<file path="config.mk">
export PLATFORM = sky130hd
export DESIGN_NAME = smed_cell
export DESIGN_NICKNAME = d
export VERILOG_FILES = /design/src/design/smed_pkg.sv /design/src/design/smed_cell.sv
export SDC_FILE = /design/constraint.sdc
export NUM_CORES = 1
export LEC_CHECK = 0
export ABC_AREA = 1
export BUFFER_PORTS_ARGS = -buffer_cell sky130_fd_sc_hd__buf_2
export CAP_MARGIN = 20
export CORE_ASPECT_RATIO = 0.5
export CORE_MARGIN = 2
export CORE_UTILIZATION = 40
export CTS_CLUSTER_DIAMETER = 120
export DETAILED_ROUTE_END_ITERATION = 16
export PLACE_DENSITY = 0.88
export SLEW_MARGIN = 10
export SYNTH_ARGS = -nofsm -noshare
export SYNTH_HDL_FRONTEND = slang
export SYNTH_SLANG_ARGS = --single-unit
</file>
<file path="constraint.sdc">
create_clock -name clk -period 2.7 [get_ports clk]
set_input_delay 0.27 -clock clk [delete_from_list [all_inputs] [get_ports clk]]
set_output_delay 0.27 -clock clk [all_outputs]
set_load 0.05 [all_outputs]
</file>
<file path="src/design/smed_pkg.sv">
// ----------------------------------------------------------------------------
// Sliding window median package
// Shared constants and the control bundle that the top level sends to the
// sorting cells.
// ----------------------------------------------------------------------------
package smed_pkg;

	localparam int MAX_WINDOW_DEF   = 64;
	localparam int SAMPLE_WIDTH_DEF = 32;

	localparam int CFG_WIDTH   = 7;
	localparam int WSIZE_RESET = 3;

	localparam int IN_DATA_W   = 32;
	localparam int OUT_FIELD_W = 33;
	localparam int OUT_DATA_W  = 40;

	typedef struct packed {
		logic upd;
		logic rmv;
	} cell_ctl_t;

endpackage

</file>
<file path="src/design/smed_cell.sv">
// ----------------------------------------------------------------------------
// Sorting cell
// One slot of the sorted window. Each cell holds a sample and its age and,
// on every accepted transfer, takes its new contents from itself, a neighbor
// or the incoming sample, so that the row stays in ascending order.
// ----------------------------------------------------------------------------
module smed_cell #(
	parameter int IDX          = 0,
	parameter int SAMPLE_WIDTH = 32,
	parameter int AW           = 6,
	parameter int CW           = 7
) (
	input  logic                    clk,
	input  smed_pkg::cell_ctl_t     ctl,
	input  logic [SAMPLE_WIDTH-1:0] x,
	input  logic [CW-1:0]           cnt_c,
	input  logic [AW-1:0]           age_lim,
	input  logic                    rmab_prev,
	input  logic                    rmab_self,
	input  logic [SAMPLE_WIDTH-1:0] prev_val,
	input  logic [AW-1:0]           prev_age,
	input  logic                    prev_gt,
	input  logic [SAMPLE_WIDTH-1:0] next_val,
	input  logic [AW-1:0]           next_age,
	input  logic                    next_gt,
	output logic [SAMPLE_WIDTH-1:0] val,
	output logic [AW-1:0]           age,
	output logic                    gt,
	output logic                    rm
);
	import smed_pkg::*;

	logic [SAMPLE_WIDTH-1:0] val_q;
	logic [AW-1:0]           age_q;
	logic [SAMPLE_WIDTH-1:0] c_self_val, c_prev_val;
	logic [AW-1:0]           c_self_age, c_prev_age;
	logic                    g_self, g_prev;
	logic [SAMPLE_WIDTH-1:0] val_nxt;
	logic [AW-1:0]           age_nxt;

	assign val = val_q;
	assign age = age_q;
	assign gt  = $signed(val_q) > $signed(x);
	assign rm  = ctl.rmv && (IDX <= int'(age_lim)) && (age_q == age_lim);

	// The list after removing the oldest entry, seen at this slot and the one below.
	always_comb begin
		c_self_val = rmab_self ? next_val : val_q;
		c_self_age = rmab_self ? next_age : age_q;
		g_self     = (IDX >= int'(cnt_c)) || (rmab_self ? next_gt : gt);
		c_prev_val = rmab_prev ? val_q : prev_val;
		c_prev_age = rmab_prev ? age_q : prev_age;
		if (IDX == 0) begin
			g_prev = 1'b0;
		end else begin
			g_prev = (IDX - 1 >= int'(cnt_c)) || (rmab_prev ? gt : prev_gt);
		end
	end

	always_comb begin
		if (g_prev) begin
			val_nxt = c_prev_val;
			age_nxt = AW'(c_prev_age + 1'b1);
		end else if (g_self) begin
			val_nxt = x;
			age_nxt = '0;
		end else begin
			val_nxt = c_self_val;
			age_nxt = AW'(c_self_age + 1'b1);
		end
	end

	always_ff @(posedge clk) begin
		if (ctl.upd) begin
			val_q <= val_nxt;
			age_q <= age_nxt;
		end
	end

endmodule

</file>
# Word-level counts from Yosys, hierarchy flattened
# Cells that the tools add are included.
[op_classes] n_addsub=1 multipliers=0 div=0 order_cmp=2 n_eq_ne=1 shifts=0 muxes=4 bitwise=0 reduce_logical=4
[op_table] operator="32-bit two-way mux" n=2
[op_table] operator="32-bit greater-than comparator" n=1
[op_table] operator="1-bit by 7-bit >= comparator with 1-bit output (first input constant)" n=1
[op_table] operator="6-bit by 1-bit adder with 6-bit output (second input constant)" n=1
[op_table] operator="6-bit equality test" n=1
[op_table] operator="6-bit two-way mux" n=1
[op_table] operator="2-bit AND reduction" n=1
[op_table] operator="2-bit nonzero test" n=1
[op_table] operator="1-bit logical AND" n=1
[op_table] operator="1-bit logical OR" n=1
[op_table] operator="1-bit two-way mux" n=1
[totals] regBits=38 latch_bits=0 ramBits=0 mem_bits_ro=0 inputBits=128 out_inout_bits=40 wordCells=14 memories=0

# Longest topological paths before layout
[depth] depth_word=5 mapped_depth=20

# Least setup slack after synthesis
# No wires, ideal clock.
[synth_timing] path_type="register to register" start="register val_q[31], in the netlist val[31]" end="register val_q[0], in the netlist val[0], enable pin" t_arrival_ps=2440 required_ps=2313 setup_slack_ps=-126 stages_incl_launch_ff=12 n_path_buf=0 synth_period_minus_slack_ps=2826 cell_sequence="edfxtp_1 ha_1 a21oi_1 o21a_1 nand2_1 a21oi_2 nand2_1 nand2_2 nand3_1 nand3_1 nand2_1 inv_1"
[synth_between] elab_chain_len=5
[synth_lines] element="start, declared" line_no="smed_cell.sv:33" text="logic [SAMPLE_WIDTH-1:0] val_q;"
[synth_lines] element="start signal, assigned" line_no="smed_cell.sv:75" text="val_q <= val_nxt;"
[synth_lines] element="32-bit greater-than comparator" line_no="smed_cell.sv:43" text="assign gt = $signed(val_q) > $signed(x);"
[synth_lines] element="1-bit two-way mux" line_no="smed_cell.sv:50" text="g_self = (IDX >= int'(cnt_c)) || (rmab_self ? next_gt : gt);"
[synth_lines] element="1-bit logical OR" line_no="smed_cell.sv:50"
[synth_lines] element="2-bit nonzero test (no line)"
[synth_lines] element="2-bit AND reduction (no line)"
# No other way between the ends.
# A chain may end at the register's enable or synchronous reset.

# Worst setup path in the final report
[layout_timing] start="register val_q[31], in the netlist val[31]" end="register val_q[20], in the netlist val[20], enable pin"
# Same word-level chain as after synthesis.

==> flow_summary_export.csv <==
group,metric,value,unit
outcome,status,"finished, final reports clean",
grt,grt_max_degree,34,
layout,area_growth_syn_to_layout,34.2,%
routing,drtIter0Drc,171,
placement,portBuffers,127,
synthesis,synth.distinct_cells,30,
synthesis,synthArstFlopShare,0,%
routing,wl_per_cell,12.9,microns
floorplanning,ioPinCount,168,
critical_path,critPathTopFamily,"simple AND/OR/NAND/NOR gates",
critical_path,critPathLaunch,"val[31]",
grt,grt_first_pass_wirelength,11500,microns
critical_path,reg2reg_from,"val[31]",
cts,clk_latency,0.28,ns
critical_path,critical-path-slowest-cell,"edfxtp_1",
synthesis,syn_area_per_cell,8.17,sq um
synthesis,seq_area_frac_synth,40.2,%
synthesis,synth_seq_cells,38,
placement,place_hpwl,5600,microns
routing,vias,2782,
floorplanning,core,6780,sq um
layout,antenna_cells,0,
cts,cts_inserted_buffers,5,
floorplanning,die_h,63.5,microns
synthesis,synth_nets,508,
critical_path,cp.depth,13,
critical_path,r2r-end,"val[20]",
sta,period_minus_slack,2.53,ns
floorplanning,die_area,7820,sq um
cts,htreeDepth,2,
cts,postCtsHoldBufs,0,
sta,rsz0062_at_grt,"no",
routing,ant_nets,0,
critical_path,crit_fanout,5,
grt,grt.total_usage,18.4,%
routing,drt_wl_total,7440,microns
cts,clkTransAtPathRegs,0.06,ns
critical_path,crit_path_end_kind,"register",
grt,grt_pass1_vias,2659,
floorplanning,start_util,41.8,%
critical_path,crit_path_frequent_cell,"nand2_1",
critical_path,worstPathArrival,2.58,ns
cts,clock_sinks,38,
critical_path,cp-endpoint,"val[20]",
critical_path,r2r_slack,0.17,ns
sta,setup_tns,0,ns
critical_path,path_buf_inv,2,
job,maxCapViolCount,0,
layout,fin_nets,646,
layout,fin_util,56.1,%
floorplanning,rows,21,
floorplanning,die_w,123,microns
sta,slew_headroom,75.4,%
routing,vias_per_cell,4.82,
power_and_ir_drop,powerDensity,608,nW/um^2
power_and_ir_drop,power.leakage,0.00207,uW
critical_path,reg2reg_depth,13,
sta,fmax,395,MHz
sta,skew,0.00527,ns
synthesis,synthFlopType,"edfxtp_1",
sta,setup_viol,0,
synthesis,synth_cells,347,
synthesis,synth-edff-count,38,
sta,finalMaxSlewViolations,0,
power_and_ir_drop,total_power,2310,uW
grt,antenna_found_initial,0,
cts,cts_tree,"yes",
placement,place.gp.congestion,0.820,
routing,drc,0,
critical_path,critPathMaxStageDelay,0.43,ns
critical_path,worstSetupPathType,"reg2reg",
worst_hold_path,min_path_type,"in2reg",
synthesis,yosys_warnings,0,
cts,clockBufferDepth,2,
layout,nFillCells,585,
critical_path,worstSetupStartpointType,"register",
critical_path,worstPathRequired,2.75,ns
sta,hold_ws,0.277,ns
critical_path,path_cells,"ha_4, nand2_1, nor2_2, nand2_1, nor2_2, nand2_1, nand2_1, nand2_2, nand3_1, nand3_1, nand2_2, clkinvlp_2, buf_4",
routing,drt_pre_antenna_iters,4,
synthesis,syn-cell-area,2840,sq um
power_and_ir_drop,vdd_drop_max,0.333,mV
sta,finalHoldViolCount,0,
layout,drive_gt1_share,35.9,%
cts,root_buffer,"clkbuf_16",
sta,worst_pin_slew,0.369,ns
sta,min_period_over_period,93.7,%
grt,gr-total-overflow,0,
how the worst min path moves through the flow:
stage | start | endpoint | slack [ns] | cells after the start
5_1_grt | x[0] | val[0] | 0.28 | 3
3_5_place_dp | x[2] | val[2] | 0.56 | 3
3_3_place_gp | x[12] | val[12] | 0.55 | 3
4_1_cts | x[9] | val[9] | 0.28 | 3
2_1_floorplan | ctl[1] | age[0] | 0.38 | 0
6_report | x[9] | val[9] | 0.28 | 3
cells in the final DEF (no fill, tap or decap), types with 12 or more instances in the layout:
cell type / netlist / routed
ha_1: 33 / 32
buf_2: 5 / 127
nand2_2: 12 / 13
inv_1: 46 / 45
nor2_1: 18 / 18
nand2_1: 104 / 103
buf_4: 0 / 12
edfxtp_1: 38 / 38
nand3_1: 35 / 35
a21oi_1: 14 / 14
metal layers:
| layer | share of wire (%) | GRT usage (%) | vias to the layer above | wire [microns] |
|---|---|---|---|---|
| li1 | - | - | 1411 | - |
| met1 | 42 | 21.2 | 1293 | 3090 |
| met2 | 52 | 34.2 | 63 | 3860 |
| met3 | 4.9 | 3.99 | 15 | 365 |
| met4 | 1.5 | 5.26 | 0 | 115 |
| met5 | 0 | 0 | - | 0 |
Yosys cell counts (3+ instances only):
cell type	instances	share of area [%]
o21ai_0	5	0.88
xor2_1	4	1.2
nand2_2	12	2.6
inv_2	5	0.66
a21oi_1	14	2.5
inv_1	46	6.1
edfxtp_1	38	40
nand4_1	3	0.66
nand3_1	35	6.2
ha_1	33	15
clkbuf_1	3	0.40
nor2_1	18	2.4
buf_2	5	0.88
nand2_1	104	14
sequential cells by signal, summed over array words and instances (netlist names):
signal / flops
age: 6
val: 32
through the flow:
step | setup slack, ns | instance area [sq um] | instances
2_1_floorplan | 0.0420 | 2860 | 347
3_3_place_gp | 0.228 | 3610 | 561
3_5_place_dp | 0.160 | 3610 | 561
4_1_cts | 0.0958 | 3740 | 568
5_1_grt | 0.00260 | 3810 | 577
6_report | 0.170 | 3810 | 577
repair_timing:
action,CTS,global route
endpoints found under the setup margin,0,23
gates resized for setup,0,1
buffers inserted,0,8
kinds of logic (layout without fill, tap and decap cells):
| group | after synthesis | after routing | share of synthesized area (%) |
|---|---|---|---|
| and+or+nand+nor | 180 | 180 | 28.0 |
| buffers and inverters | 62 | 200 | 9.35 |
| xor gates and xnor gates | 6 | 6 | 1.85 |
| AOI/OAI and AO/OA | 26 | 26 | 5.29 |
| DFF | 38 | 38 | 40.2 |
| adders and majority gates | 33 | 33 | 14.6 |
| muxes | 2 | 2 | 0.706 |
power breakdown:
part / internal (uW) / switching (uW)
clock network: 337 / 208
registers: 765 / 45.3
logic: 303 / 656
total: 1400 / 909
worst reg2reg max path: cells and delay by family (launching register included):
| family | cells | cell delay, ns |
|---|---|---|
| simple gates | 10 | 1.08 |
| buf+inv | 2 | 0.47 |
| fa+ha+maj | 1 | 0.32 |
| flops | 1 | 0.43 |
layout make-up:
class                   instances  area, sq um  area share (%)
multi-input cells             247         1450            38.1
repair inverters                1         5.00           0.131
flip-flops and latches         38         1140            30.0
inverters                      51          195            5.13
clock buffers                   7          133            3.48
repair buffers                141          766            20.1
well taps                      92          115            3.02
Power figures use the tool's default switching activity.
